**src/rtl/core/stscan_pkg.sv**
```systemverilog
// ----------------------------------------------------------------------------
// stscan_pkg
// Types, character codes, token kinds and character decode helpers shared by
// the source token scanner modules.
// ----------------------------------------------------------------------------
package stscan_pkg;

  // Default counter widths
  localparam int POS_BITS_DEF  = 32;
  localparam int LINE_BITS_DEF = 32;

  // Most tokens that one source byte can produce, and result queue depth
  localparam int MAX_TOK   = 3;
  localparam int TOKCNT_W  = $clog2(MAX_TOK + 1);
  localparam int Q_DEPTH   = 4;
  localparam int Q_PTR_W   = $clog2(Q_DEPTH);
  localparam int Q_CNT_W   = $clog2(Q_DEPTH + 1);

  // Input word
  typedef struct packed {
    logic [7:0] ch;
    logic       is_end;
  } in_item_t;

  // Result word
  typedef struct packed {
    logic [4:0]  kind;
    logic [31:0] start_pos;
    logic [31:0] tok_len;
    logic [31:0] line_no;
    logic        last;
  } out_item_t;

  // Tokens produced by one scan step, lowest index first
  typedef struct packed {
    logic [TOKCNT_W-1:0]        cnt;
    out_item_t [MAX_TOK-1:0]    tok;
  } tok_push_t;

  // Scanner mode
  typedef enum logic [3:0] {
    MODE_IDLE,
    MODE_NUM_INT,
    MODE_NUM_DOT,
    MODE_NUM_FRAC,
    MODE_OP,
    MODE_SLASH,
    MODE_COMMENT,
    MODE_STR
  } scan_mode_t;

  // Byte classes for a byte seen in idle mode
  typedef enum logic [2:0] {
    CC_DIGIT,
    CC_SPACE,
    CC_NEWLINE,
    CC_SLASH,
    CC_OP,
    CC_QUOTE,
    CC_PUNCT
  } char_class_t;

  // Token kinds
  localparam logic [4:0] K_LPAREN     = 5'd0;
  localparam logic [4:0] K_RPAREN     = 5'd1;
  localparam logic [4:0] K_LBRACE     = 5'd2;
  localparam logic [4:0] K_RBRACE     = 5'd3;
  localparam logic [4:0] K_SEMI       = 5'd4;
  localparam logic [4:0] K_COMMA      = 5'd5;
  localparam logic [4:0] K_DOT        = 5'd6;
  localparam logic [4:0] K_MINUS      = 5'd7;
  localparam logic [4:0] K_PLUS       = 5'd8;
  localparam logic [4:0] K_SLASH      = 5'd9;
  localparam logic [4:0] K_STAR       = 5'd10;
  localparam logic [4:0] K_BANG       = 5'd11;
  localparam logic [4:0] K_NE         = 5'd12;
  localparam logic [4:0] K_ASSIGN     = 5'd13;
  localparam logic [4:0] K_EQ         = 5'd14;
  localparam logic [4:0] K_LT         = 5'd15;
  localparam logic [4:0] K_LE         = 5'd16;
  localparam logic [4:0] K_GT         = 5'd17;
  localparam logic [4:0] K_GE         = 5'd18;
  localparam logic [4:0] K_NUMBER     = 5'd19;
  localparam logic [4:0] K_STRING     = 5'd20;
  localparam logic [4:0] K_END        = 5'd21;
  localparam logic [4:0] K_ERR_UNTERM = 5'd22;
  localparam logic [4:0] K_ERR_CHAR   = 5'd23;

  // Character codes
  localparam logic [7:0] CH_NUL    = 8'h00;
  localparam logic [7:0] CH_TAB    = 8'h09;
  localparam logic [7:0] CH_NL     = 8'h0A;
  localparam logic [7:0] CH_CR     = 8'h0D;
  localparam logic [7:0] CH_SP     = 8'h20;
  localparam logic [7:0] CH_BANG   = 8'h21;
  localparam logic [7:0] CH_DQUOTE = 8'h22;
  localparam logic [7:0] CH_SQUOTE = 8'h27;
  localparam logic [7:0] CH_LPAREN = 8'h28;
  localparam logic [7:0] CH_RPAREN = 8'h29;
  localparam logic [7:0] CH_STAR   = 8'h2A;
  localparam logic [7:0] CH_PLUS   = 8'h2B;
  localparam logic [7:0] CH_COMMA  = 8'h2C;
  localparam logic [7:0] CH_MINUS  = 8'h2D;
  localparam logic [7:0] CH_DOT    = 8'h2E;
  localparam logic [7:0] CH_SLASH  = 8'h2F;
  localparam logic [7:0] CH_0      = 8'h30;
  localparam logic [7:0] CH_9      = 8'h39;
  localparam logic [7:0] CH_SEMI   = 8'h3B;
  localparam logic [7:0] CH_LT     = 8'h3C;
  localparam logic [7:0] CH_EQ     = 8'h3D;
  localparam logic [7:0] CH_GT     = 8'h3E;
  localparam logic [7:0] CH_LBRACE = 8'h7B;
  localparam logic [7:0] CH_RBRACE = 8'h7D;

  function automatic logic is_digit(logic [7:0] c);
    return (c >= CH_0) && (c <= CH_9);
  endfunction

  // Single-character kind of a held operator byte
  function automatic logic [4:0] op_single(logic [7:0] c);
    logic [4:0] k;
    unique case (c)
      CH_BANG: k = K_BANG;
      CH_EQ:   k = K_ASSIGN;
      CH_LT:   k = K_LT;
      default: k = K_GT;
    endcase
    return k;
  endfunction

  // Kind of a byte that is a token by itself; anything unknown is an error
  function automatic logic [4:0] punct_kind(logic [7:0] c);
    logic [4:0] k;
    unique case (c)
      CH_LPAREN: k = K_LPAREN;
      CH_RPAREN: k = K_RPAREN;
      CH_LBRACE: k = K_LBRACE;
      CH_RBRACE: k = K_RBRACE;
      CH_SEMI:   k = K_SEMI;
      CH_COMMA:  k = K_COMMA;
      CH_DOT:    k = K_DOT;
      CH_MINUS:  k = K_MINUS;
      CH_PLUS:   k = K_PLUS;
      CH_STAR:   k = K_STAR;
      default:   k = K_ERR_CHAR;
    endcase
    return k;
  endfunction

  function automatic char_class_t char_class(logic [7:0] c);
    char_class_t cc;
    if (is_digit(c)) begin
      cc = CC_DIGIT;
    end else begin
      unique case (c) inside
        CH_SP, CH_CR, CH_TAB:          cc = CC_SPACE;
        CH_NL:                         cc = CC_NEWLINE;
        CH_SLASH:                      cc = CC_SLASH;
        CH_BANG, CH_EQ, CH_LT, CH_GT:  cc = CC_OP;
        CH_DQUOTE, CH_SQUOTE:          cc = CC_QUOTE;
        default:                       cc = CC_PUNCT;
      endcase
    end
    return cc;
  endfunction

endpackage

```
**src/rtl/core/stscan_lexer.sv**
```systemverilog
// ----------------------------------------------------------------------------
// stscan_lexer
// Input register, scanner state and the per-byte scan step. Each accepted
// byte produces zero to three tokens, handed to the result queue at once.
// ----------------------------------------------------------------------------
module stscan_lexer
  import stscan_pkg::*;
#(
  parameter int POS_BITS  = POS_BITS_DEF,
  parameter int LINE_BITS = LINE_BITS_DEF
) (
  input  logic      clk,
  input  logic      rst_n,
  input  logic      in_valid,
  output logic      in_ready,
  input  in_item_t  in_data,
  input  logic      room,
  output tok_push_t push
);

  // Arithmetic width for positions and lengths: at least the 32 result bits
  localparam int CW = (POS_BITS > 32) ? POS_BITS : 32;
  localparam int LW = (LINE_BITS > 32) ? LINE_BITS : 32;

  // Input register
  in_item_t item_r;
  logic     item_vld_r;

  // Scanner state
  scan_mode_t           mode_r, mode_nxt;
  logic [7:0]           pend_r, pend_nxt;
  logic [POS_BITS-1:0]  tb_r, tb_nxt;
  logic [POS_BITS-1:0]  pos_r, pos_nxt;
  logic [LINE_BITS-1:0] line_r, line_nxt;
  logic                 fin_r, fin_nxt;

  logic                 step_fire;
  logic [7:0]           c;
  logic                 end_w;
  char_class_t          cls;
  logic                 to_idle;
  logic [CW-1:0]        p_w, tb_w, len_run, len_dot, len_incl, dot_pos;
  logic [LW-1:0]        line_w;
  logic [31:0]          line32;
  logic [LINE_BITS-1:0] line_inc;

  function automatic out_item_t mk_tok(logic [4:0] kind, logic [CW-1:0] start,
                                       logic [CW-1:0] len, logic [31:0] line);
    out_item_t t;
    t.kind      = kind;
    t.start_pos = start[31:0];
    t.tok_len   = len[31:0];
    t.line_no   = line;
    t.last      = 1'b0;
    return t;
  endfunction

  // Handshake: the step runs when the queue can take a full burst
  assign step_fire = item_vld_r && room;
  assign in_ready  = !item_vld_r || step_fire;

  always_ff @(posedge clk) begin
    if (!rst_n) begin
      item_vld_r <= 1'b0;
    end else if (in_ready) begin
      item_vld_r <= in_valid;
    end
  end

  always_ff @(posedge clk) begin
    if (in_valid && in_ready) begin
      item_r <= in_data;
    end
  end

  // Byte decode and position arithmetic
  assign c        = item_r.ch;
  assign end_w    = item_r.is_end || (c == CH_NUL);
  assign cls      = char_class(c);
  assign p_w      = CW'(pos_r);
  assign tb_w     = CW'(tb_r);
  assign len_run  = p_w - tb_w;
  assign len_dot  = p_w - tb_w - CW'(1);
  assign len_incl = p_w + CW'(1) - tb_w;
  assign dot_pos  = p_w - CW'(1);
  assign line_w   = LW'(line_r);
  assign line32   = line_w[31:0];
  assign line_inc = (line_r == {LINE_BITS{1'b1}}) ? line_r : line_r + LINE_BITS'(1);

  // Does the current byte close the pending token and get scanned from idle
  always_comb begin
    to_idle = 1'b0;
    unique case (mode_r) inside
      MODE_NUM_INT:  to_idle = (c != CH_DOT) && !is_digit(c);
      MODE_NUM_DOT,
      MODE_NUM_FRAC: to_idle = !is_digit(c);
      MODE_OP:       to_idle = (c != CH_EQ);
      MODE_SLASH:    to_idle = (c != CH_SLASH);
      MODE_COMMENT,
      MODE_STR:      to_idle = 1'b0;
      default:       to_idle = 1'b1;
    endcase
  end

  // Next state
  always_comb begin
    mode_nxt = mode_r;
    pend_nxt = pend_r;
    tb_nxt   = tb_r;
    pos_nxt  = pos_r;
    line_nxt = line_r;
    fin_nxt  = fin_r;
    if (fin_r) begin
      // stuck at end of input until reset
    end else if (end_w) begin
      mode_nxt = MODE_IDLE;
      fin_nxt  = 1'b1;
    end else begin
      pos_nxt = (pos_r == {POS_BITS{1'b1}}) ? pos_r : pos_r + POS_BITS'(1);
      unique case (mode_r) inside
        MODE_NUM_INT: begin
          if (c == CH_DOT) mode_nxt = MODE_NUM_DOT;
        end
        MODE_NUM_DOT: begin
          if (is_digit(c)) mode_nxt = MODE_NUM_FRAC;
        end
        MODE_OP: begin
          if (c == CH_EQ) mode_nxt = MODE_IDLE;
        end
        MODE_SLASH: begin
          if (c == CH_SLASH) mode_nxt = MODE_COMMENT;
        end
        MODE_COMMENT: begin
          if (c == CH_NL) begin
            line_nxt = line_inc;
            mode_nxt = MODE_IDLE;
          end
        end
        MODE_STR: begin
          if (c == pend_r) begin
            mode_nxt = MODE_IDLE;
          end else if (c == CH_NL) begin
            line_nxt = line_inc;
          end
        end
        default: begin
        end
      endcase
      // Byte seen from idle
      if (to_idle) begin
        mode_nxt = MODE_IDLE;
        unique case (cls)
          CC_DIGIT: begin
            mode_nxt = MODE_NUM_INT;
            tb_nxt   = pos_r;
          end
          CC_NEWLINE: line_nxt = line_inc;
          CC_SLASH: begin
            mode_nxt = MODE_SLASH;
            tb_nxt   = pos_r;
          end
          CC_OP: begin
            mode_nxt = MODE_OP;
            pend_nxt = c;
            tb_nxt   = pos_r;
          end
          CC_QUOTE: begin
            mode_nxt = MODE_STR;
            pend_nxt = c;
            tb_nxt   = pos_r;
          end
          default: begin
          end
        endcase
      end
    end
  end

  // Tokens of this step
  always_comb begin
    out_item_t [MAX_TOK-1:0] toks;
    logic [TOKCNT_W-1:0]     n;
    toks = '0;
    n    = '0;
    if (fin_r) begin
      toks[n] = mk_tok(K_END, p_w, '0, line32);
      n       = n + TOKCNT_W'(1);
    end else if (end_w) begin
      // flush whatever is pending, then end of input
      unique case (mode_r) inside
        MODE_NUM_INT, MODE_NUM_FRAC: begin
          toks[n] = mk_tok(K_NUMBER, tb_w, len_run, line32);
          n       = n + TOKCNT_W'(1);
        end
        MODE_NUM_DOT: begin
          toks[n] = mk_tok(K_NUMBER, tb_w, len_dot, line32);
          n       = n + TOKCNT_W'(1);
          toks[n] = mk_tok(K_DOT, dot_pos, CW'(1), line32);
          n       = n + TOKCNT_W'(1);
        end
        MODE_OP: begin
          toks[n] = mk_tok(op_single(pend_r), tb_w, CW'(1), line32);
          n       = n + TOKCNT_W'(1);
        end
        MODE_SLASH: begin
          toks[n] = mk_tok(K_SLASH, tb_w, CW'(1), line32);
          n       = n + TOKCNT_W'(1);
        end
        MODE_STR: begin
          toks[n] = mk_tok(K_ERR_UNTERM, tb_w, len_run, line32);
          n       = n + TOKCNT_W'(1);
        end
        default: begin
        end
      endcase
      toks[n] = mk_tok(K_END, p_w, '0, line32);
      n       = n + TOKCNT_W'(1);
    end else begin
      unique case (mode_r) inside
        MODE_NUM_INT, MODE_NUM_FRAC: begin
          if (to_idle) begin
            toks[n] = mk_tok(K_NUMBER, tb_w, len_run, line32);
            n       = n + TOKCNT_W'(1);
          end
        end
        MODE_NUM_DOT: begin
          // number ends before the dot, dot stands alone
          if (to_idle) begin
            toks[n] = mk_tok(K_NUMBER, tb_w, len_dot, line32);
            n       = n + TOKCNT_W'(1);
            toks[n] = mk_tok(K_DOT, dot_pos, CW'(1), line32);
            n       = n + TOKCNT_W'(1);
          end
        end
        MODE_OP: begin
          if (to_idle) begin
            toks[n] = mk_tok(op_single(pend_r), tb_w, CW'(1), line32);
          end else begin
            toks[n] = mk_tok(op_single(pend_r) + 5'd1, tb_w, len_incl, line32);
          end
          n = n + TOKCNT_W'(1);
        end
        MODE_SLASH: begin
          if (to_idle) begin
            toks[n] = mk_tok(K_SLASH, tb_w, CW'(1), line32);
            n       = n + TOKCNT_W'(1);
          end
        end
        MODE_STR: begin
          if (c == pend_r) begin
            toks[n] = mk_tok(K_STRING, tb_w, len_incl, line32);
            n       = n + TOKCNT_W'(1);
          end
        end
        default: begin
        end
      endcase
      if (to_idle && (cls == CC_PUNCT)) begin
        toks[n] = mk_tok(punct_kind(c), p_w, CW'(1), line32);
        n       = n + TOKCNT_W'(1);
      end
    end
    if (n != '0) begin
      toks[n - TOKCNT_W'(1)].last = 1'b1;
    end
    push.tok = toks;
    push.cnt = step_fire ? n : '0;
  end

  // State registers
  always_ff @(posedge clk) begin
    if (!rst_n) begin
      mode_r <= MODE_IDLE;
      pend_r <= '0;
      tb_r   <= '0;
      pos_r  <= '0;
      line_r <= LINE_BITS'(1);
      fin_r  <= 1'b0;
    end else if (step_fire) begin
      mode_r <= mode_nxt;
      pend_r <= pend_nxt;
      tb_r   <= tb_nxt;
      pos_r  <= pos_nxt;
      line_r <= line_nxt;
      fin_r  <= fin_nxt;
    end
  end

endmodule

```
**src/rtl/core/stscan_tok_queue.sv**
```systemverilog
// ----------------------------------------------------------------------------
// stscan_tok_queue
// Small result queue: takes up to three tokens per cycle, hands out one per
// cycle while out_ready is high. Signals room while a full burst still fits.
// ----------------------------------------------------------------------------
module stscan_tok_queue
  import stscan_pkg::*;
(
  input  logic      clk,
  input  logic      rst_n,
  input  tok_push_t push,
  output logic      room,
  output logic      out_valid,
  input  logic      out_ready,
  output out_item_t out_data
);

  out_item_t          mem_r [Q_DEPTH];
  logic [Q_PTR_W-1:0] wr_ptr_r;
  logic [Q_PTR_W-1:0] rd_ptr_r;
  logic [Q_CNT_W-1:0] cnt_r;
  logic               pop;

  assign out_valid = (cnt_r != '0);
  assign out_data  = mem_r[rd_ptr_r];
  assign pop       = out_valid && out_ready;
  assign room      = (cnt_r <= Q_CNT_W'(Q_DEPTH - MAX_TOK));

  // Token storage, burst written at consecutive slots
  always_ff @(posedge clk) begin
    for (int i = 0; i < MAX_TOK; i++) begin
      if (TOKCNT_W'(i) < push.cnt) begin
        mem_r[wr_ptr_r + Q_PTR_W'(i)] <= push.tok[i];
      end
    end
  end

  // Pointers and fill count
  always_ff @(posedge clk) begin
    if (!rst_n) begin
      wr_ptr_r <= '0;
      rd_ptr_r <= '0;
      cnt_r    <= '0;
    end else begin
      wr_ptr_r <= wr_ptr_r + Q_PTR_W'(push.cnt);
      rd_ptr_r <= rd_ptr_r + Q_PTR_W'(pop);
      cnt_r    <= cnt_r + Q_CNT_W'(push.cnt) - Q_CNT_W'(pop);
    end
  end

endmodule

```
**src/rtl/core/source_token_scanner_core.sv**
```systemverilog
// ----------------------------------------------------------------------------
// source_token_scanner_core
// Single-pass lexical scanner: one source byte in, zero to three tokens out.
// ----------------------------------------------------------------------------
// Usage:
//   in_*  : one word per source byte (ch, is_end). A zero byte or is_end
//           ends the input; pending tokens are flushed and an end token
//           follows. Every word after that yields one more end token.
//   out_* : one token per word (kind, start_pos, tok_len, line_no, last);
//           last marks the final token caused by one input word.
//   Path:  a token caused by an accepted byte passes the input register and
//           is written to the result queue once the queue has room;
//           out_valid comes from the registered queue fill count.
//   Throughput: one byte per cycle while each byte yields at most one
//           token and the receiver keeps up. A byte yielding two or three
//           tokens holds the input until the queue has drained, since the
//           result queue drains one token a cycle and takes a new byte only
//           while three slots are free.
//   Reset (rst_n low, synchronous): scanner idle, position 0, line 1,
//           queue empty.
//   Stall: with out_ready low the queue fills and in_ready drops; nothing
//           is lost and the scanner state holds.
// ----------------------------------------------------------------------------
module source_token_scanner_core
  import stscan_pkg::*;
#(
  parameter int POS_BITS  = POS_BITS_DEF,
  parameter int LINE_BITS = LINE_BITS_DEF
) (
  input  logic      clk,
  input  logic      rst_n,
  input  logic      in_valid,
  output logic      in_ready,
  input  in_item_t  in_data,
  output logic      out_valid,
  input  logic      out_ready,
  output out_item_t out_data
);

  tok_push_t push;
  logic      room;

  // Scan step
  stscan_lexer #(
    .POS_BITS  (POS_BITS),
    .LINE_BITS (LINE_BITS)
  ) u_lexer (
    .clk      (clk),
    .rst_n    (rst_n),
    .in_valid (in_valid),
    .in_ready (in_ready),
    .in_data  (in_data),
    .room     (room),
    .push     (push)
  );

  // Result queue
  stscan_tok_queue u_queue (
    .clk       (clk),
    .rst_n     (rst_n),
    .push      (push),
    .room      (room),
    .out_valid (out_valid),
    .out_ready (out_ready),
    .out_data  (out_data)
  );

endmodule

```
**config.mk**
```make
export PLATFORM = sky130hd
export DESIGN_NAME = source_token_scanner_core
export DESIGN_NICKNAME = d
export VERILOG_FILES = /design/src/rtl/core/stscan_pkg.sv /design/src/rtl/core/stscan_lexer.sv /design/src/rtl/core/stscan_tok_queue.sv /design/src/rtl/core/source_token_scanner_core.sv
export SDC_FILE = /design/constraint.sdc
export NUM_CORES = 1
export LEC_CHECK = 0
export BUFFER_PORTS_ARGS = -buffer_cell sky130_fd_sc_hd__buf_2
export CORE_ASPECT_RATIO = 1.2
export CORE_UTILIZATION = 45
export DETAILED_ROUTE_END_ITERATION = 10
export HOLD_SLACK_MARGIN = 0.15
export SKIP_LAST_GASP = 1
export SLEW_MARGIN = 40
export SYNTH_ARGS = -nofsm -noshare
export SYNTH_HDL_FRONTEND = slang
export SYNTH_SLANG_ARGS = --single-unit
```
**constraint.sdc**
```tcl
create_clock -name clk -period 16 [get_ports clk]
set_input_delay 0.8 -clock clk [delete_from_list [all_inputs] [get_ports clk]]
set_output_delay 0.8 -clock clk [all_outputs]
set_load 0.05 [all_outputs]
```
==> results summary, run 1 <==
The first-pass iteration count of the detailed router is 6. The synthesized instance count is 3346. After detailed routing, the number of vias per cell comes to 6.48. The clock-pin slew on the worst setup and hold paths came out at 0.06 ns.

The data arrival time of the worst path came out at 6.94 ns. The cell count after placement is 4201. The run finished with clean final reports. The clock passes through at most 3 buffers.

For this run, the leading register cell type out of synthesis is edfxtp_1. The worst setup path is captured at a flop. The weighted congestion reported at the end of routability-driven placement came out at 0.983.

For this design the static power due to leakage is 12.9 nW. Clock skew on the completed layout was measured at 0.0390 ns. Across all hold checks on the routed design, the worst slack comes to 0.407 ns. The worst reg2reg path startpoint is u_lexer.mode_r[0]. The total of flip-flops plus latches after synthesis came out at 533.

The setup path with the least slack is of type reg -> reg. Summing the areas of all compound-gate instances in the mapped netlist gives 16.9% of the synthesized area. The simple-gate share of the synthesized area came out at 19.2%. The share of total power dissipated in the clock network is 29.6%. TritonCTS built the clock tree. The via count of the first global-routing pass is 26600. The overall track demand over capacity in global routing is 29.8%. The cell area that synthesis handed to floorplanning was 33300 µm².

The via count is 27900. The slack of the worst reg-to-reg path came out at 9.29 ns. CTS built an H-tree with a depth of 2. The post-route netlist has 13.1% of its cells at a drive strength greater than 1. The overall power of the completed layout came out at 4.41 mW. In this run switching power makes up 36.8% of total power. The DRC violations left is 0. The worst setup path is launched from a flop. The period utilization is 41.9%.

The number of enable-type register cells in the synthesized netlist is 417. The sum of routed wire length over all layers came out at 114 mm. For hold timing, the worst endpoint is u_lexer.item_r[0]. The insertion delay to the later sink of the worst-skew pair is 0.64 ns. The detail-routed net length per standard cell is 26.5 µm. The portion of synthesized area spent on multiplexers is 8.30%.

The number of filler cells placed in the layout came out at 6637. The buffer count from post-CTS setup fixing is 0. In the synthesized netlist the async set-or-reset flop fraction comes to 0%. The synthesized-area fraction occupied by xor and xnor cells came out at 4.16%.

The detailed-placement wirelength estimate came out at 80.5 mm. The post-synthesis adder-cell area fraction is 3.08%. In the final timing run, aggregate negative setup slack is 0 ns.

The largest family of logic cells by synthesized area is simple AND/OR/NAND/NOR gates. The net switching component of the power is 1.62 mW. The power density over cell area came out at 121 nW/µm². The clock buffer count from CTS came out at 54. The maximum number of pins on one net before global-route repair came out at 110. The cell taking the most area after synthesis is edfxtp_1. The endpoint required time on the critical path came out at 16.23 ns. Relative to the synthesized area, the layout overhead comes to 9.89%. The number of DRC markers in iteration 0 is 3131. Across the run, the number of max-cap violations was 0. The top-area cell type share of the netlist area is 37.6%.

The worst hold path begins at in_data[0]. The final worst setup slack is 9.29 ns. The total core area is 72700 µm². The library cell used as clock root buffer is clkbuf_16. CTS saw 533 sinks. The sequential area share after synthesis came out at 44.6%.

Along the worst hold path, the cell count comes to 1. The worst slew margin relative to its limit came out at 40.1%. The proportion of power drawn by combinational gates is 31.4%. During I/O placement, the number of pins put on the boundary was 117. The number of different library cells used by synthesis comes to 94. The number of antenna violations at the first check in global routing came out at 0. Dividing the synthesized area by the synthesized cell count gives 9.94 µm².

The worst setup timing slack at the placement stage came out at 9.46 ns. The max-slew violation count came out at 0. The die area came out at 75000 µm². The path depth of the worst reg2reg path came out at 14. Of all nets on the critical path, the largest fanout is 51. The wire length of the first global-routing pass came out at 171 mm. Once the clock tree was built, the resizer swapped 0 gates to a different size. The shortest clock period the worst path allows after layout is 6.71 ns. Cells fill 50.3% of the core in the end. The aggregate global routing overflow came out at 0. The post-cts hold buffer count came out at 0. The count of endpoints failing setup in the final report came out at 0. Ranked by total cell area, the synthesized netlist is headed by edfxtp_1 (38%), dfxtp_1 (7.0%), mux4_2 (6.9%), nand2_1 (3.8%), and2_1 (3.7%). The class of the most critical hold timing path is in -> reg.

Sequential cells burn 39.0% of the power. The number of failing hold endpoints at the final stage was 0. The starting density of the core came out at 45.7%. From left edge to right edge, the die measures 250 µm. Setup repair after global routing left no endpoint under its margin. The cell internal power dissipation came out at 2.79 mW. The worst-case vdd ir drop is 0.100 mV. The antenna cell count is 0. In this run the vertical extent of the chip is 300 µm. The count of buffers added on input and output ports is 116. Summing all placed instances gives a cell area of 34700 µm².

The number of routed nets with antenna violations is 0. The finished layout cell area is 36500 µm². The final cell count without fillers is 4303. The final net count came out at 3416. The synthesized netlist net count is 3439. For this run, the top clock speed supported by timing is 149 MHz. Row generation in the floorplan step produced 108 rows. The endpoint identified for the worst register-to-register timing path is u_queue.mem_r[0][63]. For the pin with the worst max-slew slack, the measured transition is 0.889 ns. The number of warnings reported in the yosys synthesis log came out at 0.
cell usage after synthesis, types with 13 or more instances:
master	instances
and3_1	28
buf_1	42
a32oi_1	16
a211oi_1	15
edfxtp_1	417
a21oi_1	126
xor2_1	63
and2_1	196
nand4_1	24
nand2_1	341
a22o_1	22
a22oi_1	44
inv_1	63
a221oi_1	33
mux4_2	102
nor3_1	83
o211ai_1	15
mux2i_1	43
o22ai_1	13
o221ai_1	133
dfxtp_1	116
clkbuf_1	202
or3_1	44
nor4_1	24
nor2b_1	59
a31oi_1	17
ha_1	77
a21boi_0	32
nand2b_1	19
nand3_1	120
xnor2_1	95
a21o_1	33
nor2_1	303
o21ai_0	188
metal layers:
| layer | track usage [%] | vias to the layer above | share of wire (%) |
|---|---|---|---|
| met5 | 0 | - | 0 |
| met4 | 13.7 | 0 | 5.1 |
| met3 | 2.99 | 276 | 5.9 |
| met2 | 51.8 | 1299 | 50 |
| met1 | 37.4 | 13800 | 39 |
| li1 | - | 12500 | - |
cell usage in the layout (no fill, tap or decap), drive strengths merged, types with 12 or more instances in the layout:
cell type  instances
or2               12
and2             197
a21boi            33
o21ai            198
a22oi             44
o221ai           134
a21o              33
nand2            341
a221oi            34
dfxtp            116
buf              178
ha                77
o311ai            12
inv               68
nor2             308
a211oi            17
nand3            120
or3               45
o22ai             13
o211ai            15
a22o              22
nor4              24
mux2i             43
mux4             102
a21oi            128
clkbuf            70
nor3              84
xor2              63
nand2b            19
clkinv            23
edfxtp           417
xnor2             95
nor2b             59
a32oi             16
nand4             24
and3              28
a31oi             17
cells by family after synthesis:
| group | count (synthesis) |
|---|---|
| AND/OR/NAND/NOR | 1300 |
| XOR/XNOR | 158 |
| buffers and inverters | 324 |
| adder cells (fa/ha/maj) | 80 |
| flip-flops | 533 |
| AO/OA/AOI/OAI | 803 |
| multiplexers | 148 |
worst max-delay path: stages, from the launching register on:
cell and delay, ns:
dfxtp_1 0.78, inv_1 0.41, nor3_1 0.59, nand3_1 0.37
a21boi_1 0.32, ha_1 0.33, mux2i_1 0.17, o211a_2 0.27
inv_2 0.11, or2_2 0.61, nor2_2 0.80, nor2_1 0.19
o31ai_4 0.11, buf_4 0.46, buf_4 0.69
power groups by stage:
| stage | logic [mW] | registers, mW | clock network, mW |
|---|---|---|---|
| floorplan | 1.06 | 1.73 | 0 |
| global placement | 1.39 | 1.74 | 0 |
| detailed placement | 1.39 | 1.75 | 0 |
| CTS | 1.40 | 1.72 | 1.33 |
| global route | 1.46 | 1.73 | 1.37 |
| finish | 1.39 | 1.72 | 1.31 |
state kept, by name (all words and copies together) (netlist names):
signal              count
u_queue.cnt_r           3
u_lexer.item_r          1
u_lexer.fin_r           1
u_lexer.c               8
u_lexer.line32         32
u_queue.mem_r         408
u_lexer.item_vld_r      1
u_lexer.tb_r           32
u_queue.wr_ptr_r        2
u_lexer.mode_r          3
u_lexer.pend_r          8
u_queue.rd_ptr_r        2
u_lexer.p_w            32
layout make-up:
type / count / area, µm² / area share, %
sequential: 533 / 14900 / 40.6
timing repair buffer: 178 / 1130 / 3.09
tap: 935 / 1170 / 3.20
clock inverter: 31 / 339 / 0.928
multi-input combinational: 2489 / 17300 / 47.4
clock buffer: 70 / 1460 / 4.00
inverter: 67 / 251 / 0.688
worst max-delay path by stage:
stage | start | cells after the start | to
floorplan | u_lexer.c[0] | 13 | u_queue.mem_r[0][0]
detailed placement | u_lexer.mode_r[0] | 15 | u_queue.mem_r[2][47]
global route | u_lexer.mode_r[0] | 15 | u_queue.mem_r[2][41]
global placement | u_lexer.c[2] | 16 | u_queue.mem_r[2][47]
finish | u_lexer.mode_r[0] | 14 | u_queue.mem_r[0][63]
CTS | u_lexer.mode_r[0] | 15 | u_queue.mem_r[2][42]
(Power assumes the default switching activity.)
==> run 2: changes to the inputs <==
Settings changed: ABC_AREA set to 1.
Clock period 16 ns to 6.6 ns, I/O delays scaled along.
==> results summary, run 2 <==
The flow ran to the end, and the final reports show no timing, DRC or antenna violations. The leakage power summed over all cells came out at 19.9 nW (+54%). The critical path ends at u_queue.mem_r[3][63]. The library cell used most frequently in the layout, excluding fill and tap cells, is nand2_1. The DRC violations left is 0 (unchanged). The number of buffers added on ports came out at 116 (unchanged). The count of endpoints failing setup in the final report came to 0 (unchanged). The worst clock skew on the final layout is 0.0454 ns (+0.00645 ns). By instance count, the cell type seen most on the critical path is nand3_1. The path type of the worst setup path is reg -> reg. The met1 usage came out at 43.0% (+5.5 points).

The worst-case vdd ir drop is 0.246 mV (+140%). The average footprint of a synthesized cell is 6.61 µm² (-34%). The top-area cell type share of the netlist area is 31.0% (-6.7 points). The height of the die is 330 µm (+10%). The number of warnings reported in the yosys synthesis log is 0 (unchanged).

The floorplan row count came to 120 (+11%). The endpoint required time on the critical path is 6.97 ns (-9.26 ns). The shortest clock period the worst path allows after layout came to 5.21 ns (-1.50 ns). The number of enable-type register cells in the synthesized netlist is 417 (unchanged). The buffer and inverter count on the worst path came out at 0 (-4). The synthesized instance count came out at 6114 (+83%).

The aggregate global routing overflow came out at 0 (unchanged). The number of antenna violations at the first check in global routing is 2 (+2). The type of destination of the critical path is a flop. The count of boundary I/O pins came out at 117 (unchanged). The tree is rooted in a clkbuf_16.

The clock buffer count from CTS is 57 (+5.6%). The register area is 14900 µm² (about the same). The number of clock sinks is 533 (unchanged).

The largest total area in the synthesized netlist belongs to edfxtp_1. The max-cap check violation count was 0 (unchanged). The number of failing hold endpoints at the final stage came out at 0 (unchanged). The share of cells above drive strength 1 is 6.37% (-6.8 points). The final net count came to 6104 (+79%). The clock-pin slew on the worst setup and hold paths came out at 0.07 ns (about the same). The buffer count from post-CTS setup fixing came out at 0 (unchanged).

The family with the most delay on the worst path is simple AND/OR/NAND/NOR gates. The number of unique standard cell types used by synthesis is 61 (-35%). The worst hold slack is 0.345 ns (-0.0627 ns). The endpoint identified for the worst register-to-register timing path is u_queue.mem_r[3][63]. The weighted congestion reported at the end of routability-driven placement came out at 1.06 (+8.3%). The die area is 91000 µm² (+21%). Setup repair after global routing left no endpoint under its margin.

The max-slew violation count was 0 (unchanged). The number of filler cells placed in the layout came out at 9135 (+38%). The critical path depth is 22 (+8). In the post-synthesis netlist, the cell with the most instances is nand2_1. The via density per instance came to 5.94 (-8.3%). The via count of the first global-routing pass is 39700 (+49%). The sum of negative setup slack came to 0 ns (unchanged).

The number of routed nets with antenna violations is 0 (unchanged). The flip-flop count of the largest register after layout was 408 (unchanged). The maximum number of pins on one net before global-route repair came out at 113 (+2.7%). The starting density of the core is 45.4% (-0.38 points). The first-pass iteration count of the detailed router is 8 (+2). The detail-routed net length per standard cell is 22.3 µm (-16%).

The global-route track usage on met2 is 59.1% (+7.3 points). The sum of routed wire length over all layers was 161 mm (+41%). The period utilization came to 78.9% (+37 points). The antenna cell count is 0 (unchanged).

The number of DRC markers in iteration 0 is 4569 (+46%). In the layout the commonest cells are nand2_1 (2089), nor2_1 (683), nand3_1 (552). The data arrival time of the worst path is 5.58 ns (-1.36 ns). The class of the most critical hold timing path is in -> reg. The slew at the pin closest to its max-slew limit came to 0.896 ns (+0.00773 ns). The worst-case clock buffer depth came out at 3 (unchanged). The synthesized netlist net count is 6207 (+80%). The maximum operating frequency came to 192 MHz (+29%).

After global routing, the most crowded layer is met2. The wire length of the first global-routing pass came out at 242 mm (+42%). The path depth of the worst reg2reg path is 22 (+8). The via count is 42900 (+54%).

The x dimension of the die is 276 µm (+10%). The sequential area share after synthesis is 36.7% (-7.9 points). The delay of the slowest cell on the worst path is 0.56 ns (-0.24 ns). The CTS H-tree depth came to 2 (unchanged). By count the netlist is led by nand2_1 (2089), nor2_1 (687), nand3_1 (556).

STA classifies the critical path startpoint as a flop. The cell area after synthesis came to 40400 µm² (+21%). The area growth from synthesis to layout came out at 8.08%. The overall track demand over capacity in global routing came out at 34.7% (+4.9 points). The fraction of registers with async set/reset is 0% (unchanged). The slack of the worst reg-to-reg path was 1.39 ns (-7.90 ns).

The maximum fanout count along the critical path was 10 (-80%). The total core area came to 89000 µm² (+22%). The worst slew margin relative to its limit came to 40.2% (+0.11 points).

The total of flip-flops plus latches after synthesis came out at 533 (unchanged). TritonCTS built the clock tree. The launching instance or port of the critical path is u_lexer.p_w[2]. The signal on the critical path passes through nand3_1, nor2_1, nand3_1, nor2_1, nand3_1, nor3_1, nand3_1, nor2_1, nand2_1, nor3_1, xor2_1, ha_1, a21oi_1, o21ai_0, a221oi_1, nand3_1, nand3_1, nand3_1, nand2_1, nand2_1, nand2_1, nor2_1.

u_queue.mem_r holds more flip-flops than any other register. The multi-input combinational cell area came out at 22300 µm² (+29%). For this run, the leading register cell type out of synthesis is edfxtp_1.

The worst reg2reg path startpoint is u_lexer.p_w[2]. The power density over cell area was 345 nW/µm² (+190%). The cell at the slowest stage of the critical path is dfxtp_1. The met3 track utilization from global routing is 4.61% (+1.6 points). After synthesis, the cell types taking the most area are edfxtp_1 (31%), nand2_1 (19%), nand3_1 (6.9%), nor2_1 (6.4%), o21ai_0 (6.0%). The detailed-placement wirelength estimate is 112 mm (+40%).

The insertion delay to the later sink of the worst-skew pair came out at 0.67 ns (+0.03 ns).
-- run 2: cell count changes after synthesis, moves of 101 or more --
| cell | before | now |
|---|---|---|
| nor2_1 | 303 | 687 |
| nand2_1 | 341 | 2089 |
| and2_1 | 196 | 7 |
| nand3_1 | 120 | 556 |
| mux4_2 | 102 | 0 |
| o21ai_0 | 188 | 482 |
| o221ai_1 | 133 | 12 |
| inv_1 | 63 | 401 |
| o22ai_1 | 13 | 114 |
-- run 2: cell families after synthesis --
group | Yosys count | synth area share [%]
DFF | 533 | 36.7
and+or+nand+nor | 3603 | 37.0
AOI/OAI and AO/OA | 983 | 13.6
xor gates and xnor gates | 90 | 1.95
buffers and inverters | 825 | 8.22
adders and majority gates | 80 | 2.53
-- run 2: repair_timing --
action | 4_1_cts | 5_1_grt
resized for setup | 0 | 0
endpoints found under the hold margin | 40 | 0
hold buffers | 11 | 0
-- run 2: worst min path at each step --
stage | endpoint | start | cells past startpoint
6_report | u_queue.rd_ptr_r[0] | out_ready | 5
5_1_grt | u_queue.rd_ptr_r[0] | out_ready | 5
4_1_cts | u_queue.rd_ptr_r[0] | out_ready | 5
3_5_place_dp | u_lexer.pend_r[6] | u_lexer.pend_r[6] | 2
3_3_place_gp | u_lexer.pend_r[6] | u_lexer.pend_r[6] | 2
2_1_floorplan | u_lexer.c[0] | in_data[1] | 0
-- run 2: cell type report --
class / count / area share (%)
multi-input combinational: 4756 / 51.1
tap: 1159 / 3.32
clock buffer: 74 / 3.56
timing repair buffer: 221 / 3.39
clock inverter: 34 / 0.757
inverter: 442 / 3.84
sequential: 533 / 34.0
-- run 2: per-layer routing --
layer  up-vias  routed length, µm  part of all wire (%)
li1      20100                  -                     -
met1     20100              63400                    39
met2      2150              77800                    48
met3       520              11700                   7.3
met4         4               8200                   5.1
met5         -                 24                 0.015
-- run 2: worst min-delay path, delay by kind of cell --
| family | cells | cell delay (ns) |
|---|---|---|
| simple gates | 1 | 0.05 |
| fa+ha+maj | 1 | 0.28 |
| buf+inv | 2 | 0.16 |
| compound gates | 1 | 0.16 |
-- run 2: per-stage QoR --
step | total power [mW] | std cells | setup WS [ns] | area [µm²] | util [%]
floorplan | 9.53 | 6114 | 0.343 | 40400 | -
global placement | 11.6 | 7099 | 1.47 | 41600 | 46.7
detailed placement | 11.7 | 7100 | 1.43 | 41700 | 46.8
CTS | 15.0 | 7219 | 1.40 | 43700 | 49.0
global route | 15.9 | 7219 | 0.966 | 43700 | 49.0
finish | 15.1 | 7219 | 1.39 | 43700 | 49.0
-- run 2: report_power, final --
group          internal, mW  switching (mW)  leakage [nW]
registers              4.04           0.219          4.79
logic                  1.82            5.67          14.2
clock network          1.89            1.45         0.920
